--- src/hdl/hce_pkg.sv ---
// ----------------------------------------------------------------------------
// hce_pkg
// Shared types, command codes and arithmetic helpers for the 3x3 Hill cipher
// encryptor.
// ----------------------------------------------------------------------------
package hce_pkg;

   localparam int ALPHA_SIZE = 26;
   localparam int GROUP_SIZE = 3;

   // Command codes carried on the request channel's tuser.
   localparam logic [1:0] CMD_LOAD  = 2'd0;
   localparam logic [1:0] CMD_TEXT  = 2'd1;
   localparam logic [1:0] CMD_FLUSH = 2'd2;
   localparam logic [1:0] CMD_NONE  = 2'd3;

   // Character constants.
   localparam logic [7:0] CHAR_UPPER_A  = 8'h41;
   localparam logic [7:0] CHAR_UPPER_Z  = 8'h5A;
   localparam logic [7:0] CHAR_LOWER_A  = 8'h61;
   localparam logic [7:0] CHAR_LOWER_Z  = 8'h7A;
   localparam logic [7:0] CASE_OFFSET   = 8'h20;
   localparam logic [7:0] CHAR_SPACE    = 8'h20;
   localparam logic [7:0] CHAR_TAB      = 8'h09;
   localparam logic [7:0] CHAR_CR       = 8'h0D;
   localparam logic [7:0] NO_MATCH_CHAR = 8'h3F;

   // Table position of the padding letter 'x'.
   localparam logic [4:0] PAD_INDEX = 5'd23;

   // Row that closes a group.
   localparam logic [1:0] LAST_ROW = 2'd2;

   // Commands from the controller to the datapath.
   typedef struct packed {
      logic       write_entry;
      logic       store_letter;
      logic       pad_group;
      logic       calc_sums;
      logic       load_row;
      logic [1:0] row;
   } ctrl_cmd_type;

   // Status from the datapath to the controller.
   typedef struct packed {
      logic [1:0] fill;
      logic       blank;
   } dp_status_type;

   // Remainder modulo 26 of a sum no larger than 255: subtract the largest
   // multiple of 26 that fits.
   function automatic logic [4:0] mod26(input logic [7:0] x);
      logic [7:0] r;
      r = x;
      for (int k = 1; k <= 9; k++) begin
         if (x >= 8'(k * ALPHA_SIZE)) begin
            r = x - 8'(k * ALPHA_SIZE);
         end
      end
      return r[4:0];
   endfunction

endpackage

--- src/hdl/hce_ctrl.sv ---
// ----------------------------------------------------------------------------
// hce_ctrl
// Controller: accepts request items, sequences the sum calculation and the
// three result rows, and owns the result valid flag.
// ----------------------------------------------------------------------------
module hce_ctrl (
   input  logic                   clock,
   input  logic                   reset,
   input  logic                   req_tvalid,
   output logic                   req_tready,
   input  logic [1:0]             req_cmd,
   input  hce_pkg::dp_status_type status,
   output hce_pkg::ctrl_cmd_type  cmd,
   output logic                   rsp_tvalid,
   input  logic                   rsp_tready
);

   localparam logic [2:0] S_IDLE = 3'd0;
   localparam logic [2:0] S_CALC = 3'd1;
   localparam logic [2:0] S_ROW0 = 3'd2;
   localparam logic [2:0] S_ROW1 = 3'd3;
   localparam logic [2:0] S_ROW2 = 3'd4;

   logic [2:0] state_ff, state_in;
   logic       rsp_valid_ff, rsp_valid_in;
   logic       accept;
   logic       slot_free;

   assign req_tready = (state_ff == S_IDLE);
   assign accept     = req_tvalid && req_tready;
   assign slot_free  = !rsp_valid_ff || rsp_tready;
   assign rsp_tvalid = rsp_valid_ff;

   always_comb begin
      state_in = state_ff;
      cmd      = '0;
      unique case (state_ff)
         S_IDLE: begin
            if (accept) begin
               unique case (req_cmd)
                  hce_pkg::CMD_LOAD: begin
                     cmd.write_entry = 1'b1;
                  end
                  hce_pkg::CMD_TEXT: begin
                     if (!status.blank) begin
                        cmd.store_letter = 1'b1;
                        if (status.fill == 2'(hce_pkg::GROUP_SIZE - 1)) begin
                           state_in = S_CALC;
                        end
                     end
                  end
                  hce_pkg::CMD_FLUSH: begin
                     if (status.fill != 2'd0) begin
                        cmd.pad_group = 1'b1;
                        state_in      = S_CALC;
                     end
                  end
                  hce_pkg::CMD_NONE: begin
                  end
               endcase
            end
         end
         S_CALC: begin
            cmd.calc_sums = 1'b1;
            state_in      = S_ROW0;
         end
         S_ROW0: begin
            if (slot_free) begin
               cmd.load_row = 1'b1;
               cmd.row      = 2'd0;
               state_in     = S_ROW1;
            end
         end
         S_ROW1: begin
            if (slot_free) begin
               cmd.load_row = 1'b1;
               cmd.row      = 2'd1;
               state_in     = S_ROW2;
            end
         end
         S_ROW2: begin
            if (slot_free) begin
               cmd.load_row = 1'b1;
               cmd.row      = hce_pkg::LAST_ROW;
               state_in     = S_IDLE;
            end
         end
         default: begin
            state_in = S_IDLE;
         end
      endcase
   end

   always_comb begin
      if (cmd.load_row) begin
         rsp_valid_in = 1'b1;
      end else if (rsp_tready) begin
         rsp_valid_in = 1'b0;
      end else begin
         rsp_valid_in = rsp_valid_ff;
      end
   end

   always_ff @(posedge clock) begin
      if (reset) begin
         state_ff     <= S_IDLE;
         rsp_valid_ff <= 1'b0;
      end else begin
         state_ff     <= state_in;
         rsp_valid_ff <= rsp_valid_in;
      end
   end

endmodule

--- src/hdl/hce_dp.sv ---
// ----------------------------------------------------------------------------
// hce_dp
// Datapath: letter value table, pending group, modulo 26 sums and the
// result register with the reverse table search.
// ----------------------------------------------------------------------------
module hce_dp (
   input  logic                   clock,
   input  logic                   reset,
   input  hce_pkg::ctrl_cmd_type  cmd,
   input  logic [4:0]             entry_index,
   input  logic [4:0]             entry_value,
   input  logic [7:0]             text_byte,
   output hce_pkg::dp_status_type status,
   output logic [7:0]             cipher_byte,
   output logic                   no_match,
   output logic                   group_last
);

   logic [4:0] table_ff [hce_pkg::ALPHA_SIZE];
   logic [4:0] group_ff [hce_pkg::GROUP_SIZE];
   logic [4:0] group_in [hce_pkg::GROUP_SIZE];
   logic [4:0] sum_ff   [hce_pkg::GROUP_SIZE];
   logic [1:0] fill_ff, fill_in;

   logic [7:0] lower_byte;
   logic [4:0] letter_idx;
   logic       is_letter;
   logic [4:0] letter_val;

   logic [7:0] g0, g1, g2;
   logic [4:0] row_sum;
   logic [4:0] hit_idx;
   logic       hit;

   logic [7:0] byte_ff;
   logic       miss_ff;
   logic       last_ff;

   // Lower-case conversion and table lookup of the incoming byte.
   always_comb begin
      if (text_byte >= hce_pkg::CHAR_UPPER_A && text_byte <= hce_pkg::CHAR_UPPER_Z) begin
         lower_byte = text_byte + hce_pkg::CASE_OFFSET;
      end else begin
         lower_byte = text_byte;
      end
      is_letter  = (lower_byte >= hce_pkg::CHAR_LOWER_A) &&
                   (lower_byte <= hce_pkg::CHAR_LOWER_Z);
      letter_idx = 5'(lower_byte - hce_pkg::CHAR_LOWER_A);
      letter_val = is_letter ? table_ff[letter_idx] : 5'd0;
   end

   assign status.blank = (text_byte == hce_pkg::CHAR_SPACE) ||
                         (text_byte >= hce_pkg::CHAR_TAB && text_byte <= hce_pkg::CHAR_CR);
   assign status.fill  = fill_ff;

   // Letter value table: written by load commands, cleared at reset.
   always_ff @(posedge clock) begin
      if (reset) begin
         for (int i = 0; i < hce_pkg::ALPHA_SIZE; i++) begin
            table_ff[i] <= 5'd0;
         end
      end else if (cmd.write_entry && entry_index < 5'(hce_pkg::ALPHA_SIZE)) begin
         table_ff[entry_index] <= entry_value;
      end
   end

   // Pending group and fill count.
   always_comb begin
      fill_in = fill_ff;
      for (int i = 0; i < hce_pkg::GROUP_SIZE; i++) begin
         group_in[i] = group_ff[i];
      end
      if (cmd.store_letter) begin
         group_in[fill_ff] = letter_val;
         fill_in           = fill_ff + 2'd1;
      end else if (cmd.pad_group) begin
         for (int i = 0; i < hce_pkg::GROUP_SIZE; i++) begin
            if (2'(i) >= fill_ff) begin
               group_in[i] = table_ff[hce_pkg::PAD_INDEX];
            end
         end
      end else if (cmd.calc_sums) begin
         fill_in = 2'd0;
      end
   end

   always_ff @(posedge clock) begin
      if (reset) begin
         fill_ff <= 2'd0;
      end else begin
         fill_ff <= fill_in;
      end
   end

   always_ff @(posedge clock) begin
      for (int i = 0; i < hce_pkg::GROUP_SIZE; i++) begin
         group_ff[i] <= group_in[i];
      end
   end

   // Key rows {1,2,2}, {0,1,4}, {5,0,1} as shifts and adds.
   assign g0 = 8'(group_ff[0]);
   assign g1 = 8'(group_ff[1]);
   assign g2 = 8'(group_ff[2]);

   always_ff @(posedge clock) begin
      if (cmd.calc_sums) begin
         sum_ff[0] <= hce_pkg::mod26(g0 + (g1 << 1) + (g2 << 1));
         sum_ff[1] <= hce_pkg::mod26(g1 + (g2 << 2));
         sum_ff[2] <= hce_pkg::mod26((g0 << 2) + g0 + g2);
      end
   end

   // Reverse lookup: lowest table index whose value equals the row sum.
   assign row_sum = (cmd.row == 2'd0) ? sum_ff[0] :
                    (cmd.row == 2'd1) ? sum_ff[1] : sum_ff[2];

   always_comb begin
      hit     = 1'b0;
      hit_idx = 5'd0;
      for (int i = hce_pkg::ALPHA_SIZE - 1; i >= 0; i--) begin
         if (table_ff[i] == row_sum) begin
            hit     = 1'b1;
            hit_idx = 5'(i);
         end
      end
   end

   always_ff @(posedge clock) begin
      if (cmd.load_row) begin
         byte_ff <= hit ? (hce_pkg::CHAR_LOWER_A + 8'(hit_idx)) : hce_pkg::NO_MATCH_CHAR;
         miss_ff <= !hit;
         last_ff <= (cmd.row == hce_pkg::LAST_ROW);
      end
   end

   assign cipher_byte = byte_ff;
   assign no_match    = miss_ff;
   assign group_last  = last_ff;

endmodule

--- src/hdl/hill_cipher_3x3_encrypt.sv ---
// ----------------------------------------------------------------------------
// hill_cipher_3x3_encrypt: 3x3 Hill cipher encryptor over a byte stream.
// Load, blank, non-closing text and empty flush items keep the block idle and ready.
// A group-closing item passes through accept, sum and three result rows; the
// result rows follow one per cycle while the consumer keeps up.
// Synchronous active-high reset clears the letter table and empties the pending group.
// ----------------------------------------------------------------------------
//
// The block works on one item at a time. A controller (hce_ctrl) holds the
// request channel ready only while it is idle. A load item writes one entry of
// the 26-entry letter table. A text item is lower-cased, skipped if it is
// whitespace, and otherwise its table value joins the pending group. When the
// third value arrives, or a flush item pads a partial group with the value of
// 'x', the controller enters a sum state in which the datapath (hce_dp) forms the
// three key-row sums modulo 26 into registers. It then loads the three result
// rows, one per cycle, into the output register. Each row searches the table
// for the lowest matching index; a miss yields '?' with the no-match flag set.
// The output register lets the last row wait for the consumer while the block
// already accepts the next item. Downstream stalls hold the row sequence.
//
module hill_cipher_3x3_encrypt (
   input  logic        clock,
   input  logic        reset,
   // Request channel.
   input  logic        req_tvalid,
   output logic        req_tready,
   input  logic [23:0] req_tdata,   // entry_index[4:0], entry_value[9:5], text_byte[17:10]
   input  logic [1:0]  req_tuser,   // cmd[1:0]
   // Result channel.
   output logic        rsp_tvalid,
   input  logic        rsp_tready,
   output logic [7:0]  rsp_tdata,   // cipher_byte[7:0]
   output logic        rsp_tuser,   // no_match[0]
   output logic        rsp_tlast
);

   hce_pkg::ctrl_cmd_type  cmd;
   hce_pkg::dp_status_type status;

   logic [4:0] entry_index;
   logic [4:0] entry_value;
   logic [7:0] text_byte;

   // Unpack the request item fields.
   assign entry_index = req_tdata[4:0];
   assign entry_value = req_tdata[9:5];
   assign text_byte   = req_tdata[17:10];

   hce_ctrl u_ctrl (
      .clock      (clock),
      .reset      (reset),
      .req_tvalid (req_tvalid),
      .req_tready (req_tready),
      .req_cmd    (req_tuser),
      .status     (status),
      .cmd        (cmd),
      .rsp_tvalid (rsp_tvalid),
      .rsp_tready (rsp_tready)
   );

   hce_dp u_dp (
      .clock       (clock),
      .reset       (reset),
      .cmd         (cmd),
      .entry_index (entry_index),
      .entry_value (entry_value),
      .text_byte   (text_byte),
      .status      (status),
      .cipher_byte (rsp_tdata),
      .no_match    (rsp_tuser),
      .group_last  (rsp_tlast)
   );

`ifndef NO_ASSERTIONS
   // A text item that completes a group must stop further input at once.
   a_group_closes_input: assert property (@(posedge clock) disable iff (reset)
      (req_tvalid && req_tready && req_tuser == hce_pkg::CMD_TEXT && !status.blank &&
       status.fill == 2'd2) |=> !req_tready)
      else $error("input still ready after a group closed");

   // A result flagged as a miss carries the '?' character.
   a_miss_char: assert property (@(posedge clock) disable iff (reset)
      (rsp_tvalid && rsp_tuser) |-> (rsp_tdata == hce_pkg::NO_MATCH_CHAR))
      else $error("no-match result without the question mark");

   // A matched result is a lower-case letter.
   a_hit_letter: assert property (@(posedge clock) disable iff (reset)
      (rsp_tvalid && !rsp_tuser) |->
         (rsp_tdata >= hce_pkg::CHAR_LOWER_A && rsp_tdata <= hce_pkg::CHAR_LOWER_Z))
      else $error("matched result outside a..z");

   // While waiting for input, the pending group never holds a full group.
   a_fill_bound: assert property (@(posedge clock) disable iff (reset)
      req_tready |-> (status.fill != 2'd3))
      else $error("pending group overfilled");
`endif

endmodule

--- config.mk ---
export PLATFORM = sky130hd
export DESIGN_NAME = hill_cipher_3x3_encrypt
export DESIGN_NICKNAME = d
export VERILOG_FILES = /design/src/hdl/hce_pkg.sv /design/src/hdl/hce_ctrl.sv /design/src/hdl/hce_dp.sv /design/src/hdl/hill_cipher_3x3_encrypt.sv
export SDC_FILE = /design/constraint.sdc
export NUM_CORES = 1
export LEC_CHECK = 0
export BUFFER_PORTS_ARGS = -buffer_cell sky130_fd_sc_hd__buf_4
export CAP_MARGIN = 20
export CORE_MARGIN = 4
export CORE_UTILIZATION = 45
export DETAILED_ROUTE_END_ITERATION = 7
export PLACE_DENSITY = 0.57
export SYNTH_ARGS = -nofsm -noshare
export SYNTH_HDL_FRONTEND = slang
export SYNTH_SLANG_ARGS = --single-unit
export TNS_END_PERCENT = 100
--- constraint.sdc ---
create_clock -name clock -period 6.1 [get_ports clock]
set_input_delay 0.305 -clock clock [delete_from_list [all_inputs] [get_ports clock]]
set_output_delay 0.305 -clock clock [all_outputs]
set_load 0.005 [all_outputs]
After elaboration in Yosys (flattened, before gate mapping)
Memory sizes are Yosys's and may differ from the RTL's.
Index checks and enable logic that the tools add are counted.
{"block": "classes", "n_addsub": 36, "n_lt_le_gt_ge": 39, "eq_ne": 45, "n_mux": 130, "n_bitwise": 1, "reduce_logical": 19}
{"cell": "$mux 5", "n": 65}
{"cell": "$eq 5x5->1", "n": 26}
{"cell": "$ge 8x8->1 const B", "n": 15}
{"cell": "$sub 5x5->5 const B", "n": 15}
{"cell": "$ge 8x7->1 const B", "n": 8}
{"cell": "$sub 5x4->5 const B", "n": 9}
{"cell": "$mux 1", "n": 42}
{"cell": "$mux 3", "n": 12}
{"cell": "$mux 15", "n": 2}
{"cell": "$ge 8x5->1 const B", "n": 3}
{"cell": "$ge 8x6->1 const B", "n": 3}
{"cell": "$le 8x7->1 const B", "n": 2}
{"cell": "$bwmux 15", "n": 1}
{"cell": "$pmux 3 s5", "n": 1}
{"cell": "$sub 5x2->5 const B", "n": 3}
{"cell": "$ne 3x3->1 const B", "n": 4}
{"cell": "$demux 5 s2", "n": 1}
{"cell": "$pmux 3 s3", "n": 1}
{"cell": "$add 5x7->8", "n": 1}
{"cell": "$add 7x5->8", "n": 1}
{"cell": "$add 7x5->8 const A", "n": 1}
{"cell": "$add 7x6->8", "n": 1}
{"cell": "$add 8x5->8", "n": 1}
{"cell": "$add 8x6->8 const B", "n": 1}
{"cell": "other kinds (31)", "n": 51}
{"block": "totals", "register_bits": 16, "ramBits": 160, "out_inout_bits": 12, "elab_cells": 279, "memories": 3}
{"name": "u_dp.table_ff", "depth": 26, "width": 5, "read_ports": 27, "rd_clocked_by_memory_dff": 0, "write_ports": 26, "line_no": "hce_dp.sv:19", "text": "logic [4:0] table_ff [hce_pkg::ALPHA_SIZE];"}
{"name": "u_dp.group_ff", "depth": 3, "width": 5, "read_ports": 3, "rd_clocked_by_memory_dff": 0, "write_ports": 3, "line_no": "hce_dp.sv:20", "text": "logic [4:0] group_ff [hce_pkg::GROUP_SIZE];"}
{"name": "u_dp.sum_ff", "depth": 3, "width": 5, "read_ports": 3, "rd_clocked_by_memory_dff": 0, "write_ports": 3, "line_no": "hce_dp.sv:22", "text": "logic [4:0] sum_ff [hce_pkg::GROUP_SIZE];"}

Longest topological paths before layout
{"block": "logic_depth", "word_depth": 35, "depth_mapped": 18}

By module
A second synthesis with hierarchy kept.
{"block": "hier_totals", "hier_cells": 1324, "hier_area_um2": 14526.4}
{"mod": "hce_dp", "instances": 1, "cells_each": 1291, "area_each_um2": 14257.4, "seq_area_each_um2": 6045.8}
{"mod": "hce_ctrl", "instances": 1, "cells_each": 33, "area_each_um2": 269.0, "seq_area_each_um2": 80.1}

Worst setup path after synthesis
OpenSTA, ideal clock, no wires.
{"block": "synth_timing", "kind": "register -> register", "from": "memory u_dp.group_ff[2][2], in the netlist u_dp.group_ff[0][12]", "to": "memory u_dp.sum_ff[2][4], in the netlist u_dp.sum_ff[0][14] (data pin)", "setup_time_ps": 254, "t_arrival_ps": 4171, "t_required_ps": 5846, "slack_ps": 1675, "path_stages_with_launch": 16, "path_buffers": 0, "period_less_slack_ps": 4425, "cell_sequence": "edfxtp_1 fa_1 inv_1 fa_1 xor2_1 clkinv_1 ha_1 nor2b_1 a22o_1 or3_1 a21oi_1 a21oi_1 a31oi_1 xnor2_1 a21oi_1 o21a_1"}
{"element": "start: declaration", "line_no": "hce_dp.sv:20"}
{"element": "end: declaration", "line_no": "hce_dp.sv:22"}

==> metrics list <==
* Status: finished, final reports clean
* Routability Congestion: 0.884
* Cell with the biggest individual delay on the critical path: sky130_fd_sc_hd__xor2_1
- Count of flip-flops with a built-in enable after synthesis: 200
* Starting utilization of the core area: 45.9%
* Crit path capture type: flip-flop
- Setup repair after global routing left no endpoint under its margin.
- CP Class: reg2reg
- The final layout contains 1430 nets.
- After clock tree synthesis, the clock-pin slew on the worst setup and hold paths is around 0.060 ns.
- Fin cells: 1734
- Netlist Area Pre-Place: 14100 um2
- The layout has 2802 filler cells.
- Pin placement for this block handled 42 I/O pins.
- Worst path top cell family by delay: adder cells
- Die Footprint: 34300 um2
- The number of global-route vias before repair was 9573.
* DRC: 0
- Synthesis-stage register bit count: 206
- Summing the areas of all xor and xnor instances in the mapped netlist gives under 10% of the synthesized area.
- For the pin with the worst max-slew slack, the measured transition is roughly 0.90 ns.
* Multiplexer fraction of the synthesized cell area: ~8.5%
- The final number of hold-violating endpoints was 0.
- In this run the remaining antenna-violating nets after routing total 0.
- The synthesized netlist devotes 9.34% of its cell area to compound gates.
* Antenna cells: 0
* Kind of start point of the critical path: flip-flop
* Synthesized area per cell: 11.2 um2
- Count of cells resized by post-cts repair: 0
- Largest net degree at the start of global routing: 45
- Global-route congestion overflow total: 0
* Via-per-instance ratio: 5.65
- The die is 185 um wide.
- Routed length per instance: 20.7 um
* Post-CTS setup repair buffer count: 0
- Input and output buffers added on the ports amount to 35.
- Number of buffers on the longest clock path: 3
- After layout, the worst path uses 79.9% of the clock period.
- Sequential share of the synthesized area: 43.3%
* Gate Count Post-Synth: roughly 1300
- Global-route wire length before repair: 55200 um
- CP Data Arrival Time: approximately 5 ns
- Summed over all cells, the static leakage comes to 5.82 nW.
- Synth Area in Simple Gates: between 10% and 20%
* Critical path buffers and inverters: 1
- Number of clock sinks seen by CTS: 206
- Sequential cell area: 6130 um2
- Compared with the post-synthesis result, the final layout area differs by 10.1%.
- Clock latency at the later pin of the worst-skew pair: around 0.52 ns
- Cells with a size suffix above 1 make up 14.6% of the layout.
- Antenna violations before repair: 0
- Adder-cell share of the synthesized area: between 7 and 8%
- The floorplan step set the die height to 185 um.
- Top post-synthesis cells by area: sky130_fd_sc_hd__edfxtp_1 42%, sky130_fd_sc_hd__xnor2_1 6.4%, sky130_fd_sc_hd__mux4_2 6.4%
- Data required time at the worst endpoint: 6.36 ns
- In the synthesized netlist, the cells that appear most often are 200 x sky130_fd_sc_hd__edfxtp_1, 135 x sky130_fd_sc_hd__and2_1, 104 x sky130_fd_sc_hd__xnor2_1, 88 x sky130_fd_sc_hd__nor2_1, 79 x sky130_fd_sc_hd__nand2_1.
- The path class of the tightest hold or removal check is in2reg.
- Power Dens Cells: around 250 nW/um2
- In this run, CTS created clock tree buffers numbering 23.
- Among all flip-flop cells after synthesis, the most frequent one is sky130_fd_sc_hd__edfxtp_1.
- Among all cell types in the netlist, the one instantiated most often is sky130_fd_sc_hd__edfxtp_1.
* Area share of the largest cell type after synthesis: 42.5%
- For the final database, setup skew stands at 0.0160 ns.
- CTS built an H-tree with a depth of 1.
- The tree is rooted in a sky130_fd_sc_hd__clkbuf_16.
* Routed vias: 9796
* Total negative setup slack: 0 ns
- Across the run, the number of max-cap violations was 0.
* # setup viols final: 0
- Clock tree from TritonCTS: built
- The number of different library cells used by synthesis comes to 90.
* Peak supply drop: 177 uV
* Maximum clock frequency: 205 MHz
- Headroom to the max-slew limit: about two fifths
* Time the final worst path needs with I/O delays and setup: 4.87 ns
- For this run, the number of Yosys warnings is 0.
* Area taken by multi-input logic gates: 7730 um2
- Total routing resource utilization after global routing: 20.8%
- Post-Place Cells: 1693
- Counting flops with an async set or reset pin after synthesis yields a share of 0%.
- Hold-fix buffers at CTS: 0
- Iteration-0 DRC count of the detailed router: 753
- Detailed-routing iteration count for the pre-antenna-repair pass: 5
- Detailed placement finished with a half-perimeter wire length of roughly 26000 um.
- Ordered list of cells on the worst path: fa_1 -> ha_1 -> fa_1 -> xor2_1 -> inv_1 -> ha_1 -> a221o_1 -> o21ai_0 -> nand2_1 -> nand3_1 -> o21ai_1 -> xnor2_1 -> o22ai_1 -> o41ai_1 -> a32oi_1 -> o21ai_0
- Cell taking the most area after synthesis: sky130_fd_sc_hd__edfxtp_1
- Largest stage delay, worst path: 0.63 ns
- Maximum fanout count along the critical path: 10
- By area, the combinational part of the netlist is dominated by simple AND/OR/NAND/NOR gates.
- Core Rows: between 60 and 70
- DRT Wirelength: 35900 um
* Placeable core region: 30800 um2
- Final count of pins violating max slew: 0
metrics by stage:
step           area [um2]  hold WS [ns]  total power [mW]  worst slack, ns  util, %
2_1_floorplan       14300         0.404              2.32             1.67        -
3_3_place_gp        14900         0.558              2.55             1.28     48.2
3_5_place_dp        14900         0.557              2.56             1.25     48.2
4_1_cts             15600         0.228              3.84             1.23     50.5
5_1_grt             15600         0.256              3.99            0.780     50.5
6_report            15600         0.239              3.83             1.23     50.5
final timing paths:
check,start,slack (ns),cells past startpoint,endpoint
setup / recovery,u_dp.group_ff[0][6],1.23,16,u_dp.sum_ff[0][4]
setup reg to reg,u_dp.group_ff[0][6],1.23,16,u_dp.sum_ff[0][4]
hold / removal,reset,0.24,2,u_dp.fill_ff[0]
hold reg to reg,u_dp.fill_ff[0],0.57,2,u_dp.fill_ff[0]
registers in the layout, summed over array words and instances (netlist names):
signal             cells
u_dp.sum_ff           15
u_ctrl.rsp_tvalid      1
u_ctrl.state_ff        3
u_dp.no_match          1
u_dp.fill_ff           2
u_dp.group_last        1
u_dp.cipher_byte       8
u_dp.table_ff        160
u_dp.group_ff         15
metal layers:
| metal | up-vias | global-route usage (%) | routed length, um |
|---|---|---|---|
| met1 | 4810 | 30.4 | 16800 |
| li1 | 4670 | - | - |
| met4 | 0 | 3.90 | 640 |
| met5 | - | 0 | 0 |
| met3 | 46 | 3.10 | 2000 |
| met2 | 270 | 33.5 | 16500 |
final cells by class:
type,count,area share [%]
Timing Repair Buffer,51,2.47
Sequential cell,206,39.3
Clock inverter,13,0.627
Tap cell,396,3.18
Clock buffer,27,3.79
Inverter,40,0.964
Multi-Input combinational cell,1001,49.6
cells in the final DEF (no fill, tap or decap), types with 5 or more instances in the layout:
cell / synthesis / layout
sky130_fd_sc_hd__and2_1: 135 / 135
sky130_fd_sc_hd__nor2_1: 88 / 88
sky130_fd_sc_hd__nand3_1: 26 / 26
sky130_fd_sc_hd__a21oi_1: 60 / 60
sky130_fd_sc_hd__buf_4: 2 / 49
sky130_fd_sc_hd__fa_1: 10 / 10
sky130_fd_sc_hd__or2_2: 29 / 29
sky130_fd_sc_hd__mux2i_1: 16 / 16
sky130_fd_sc_hd__dfxtp_1: 6 / 6
sky130_fd_sc_hd__clkbuf_16: 0 / 23
sky130_fd_sc_hd__xnor2_1: 104 / 104
sky130_fd_sc_hd__o21ai_1: 7 / 6
sky130_fd_sc_hd__conb_1: 2 / 32
sky130_fd_sc_hd__a31oi_1: 13 / 13
sky130_fd_sc_hd__o211ai_1: 9 / 9
sky130_fd_sc_hd__nand2_1: 79 / 79
sky130_fd_sc_hd__a211oi_1: 8 / 8
sky130_fd_sc_hd__mux4_2: 40 / 40
sky130_fd_sc_hd__clkinv_1: 1 / 6
sky130_fd_sc_hd__inv_1: 39 / 39
sky130_fd_sc_hd__ha_1: 67 / 67
sky130_fd_sc_hd__edfxtp_1: 200 / 200
sky130_fd_sc_hd__nor3_1: 24 / 24
sky130_fd_sc_hd__nor4_1: 6 / 6
sky130_fd_sc_hd__nor3_2: 5 / 5
sky130_fd_sc_hd__o31ai_1: 8 / 8
sky130_fd_sc_hd__mux2_2: 12 / 12
sky130_fd_sc_hd__nand2b_1: 8 / 8
sky130_fd_sc_hd__nand4_1: 7 / 7
sky130_fd_sc_hd__nor2b_1: 11 / 11
sky130_fd_sc_hd__xor2_1: 48 / 47
sky130_fd_sc_hd__o21ai_0: 48 / 48
cell families after synthesis:
group,count (synthesis)
adders and majority gates,77
AOI/OAI and AO/OA,205
buffers and inverters,91
and+or+nand+nor,464
DFF,206
xor gates and xnor gates,155
other,2
muxes,68
where the power goes:
part	internal [mW]	total, mW	switching, mW
clock network	0.735	1.29	0.559
registers	1.64	1.69	0.0499
logic	0.350	0.846	0.497
Note: power is estimated with default switching activity, not from simulation.
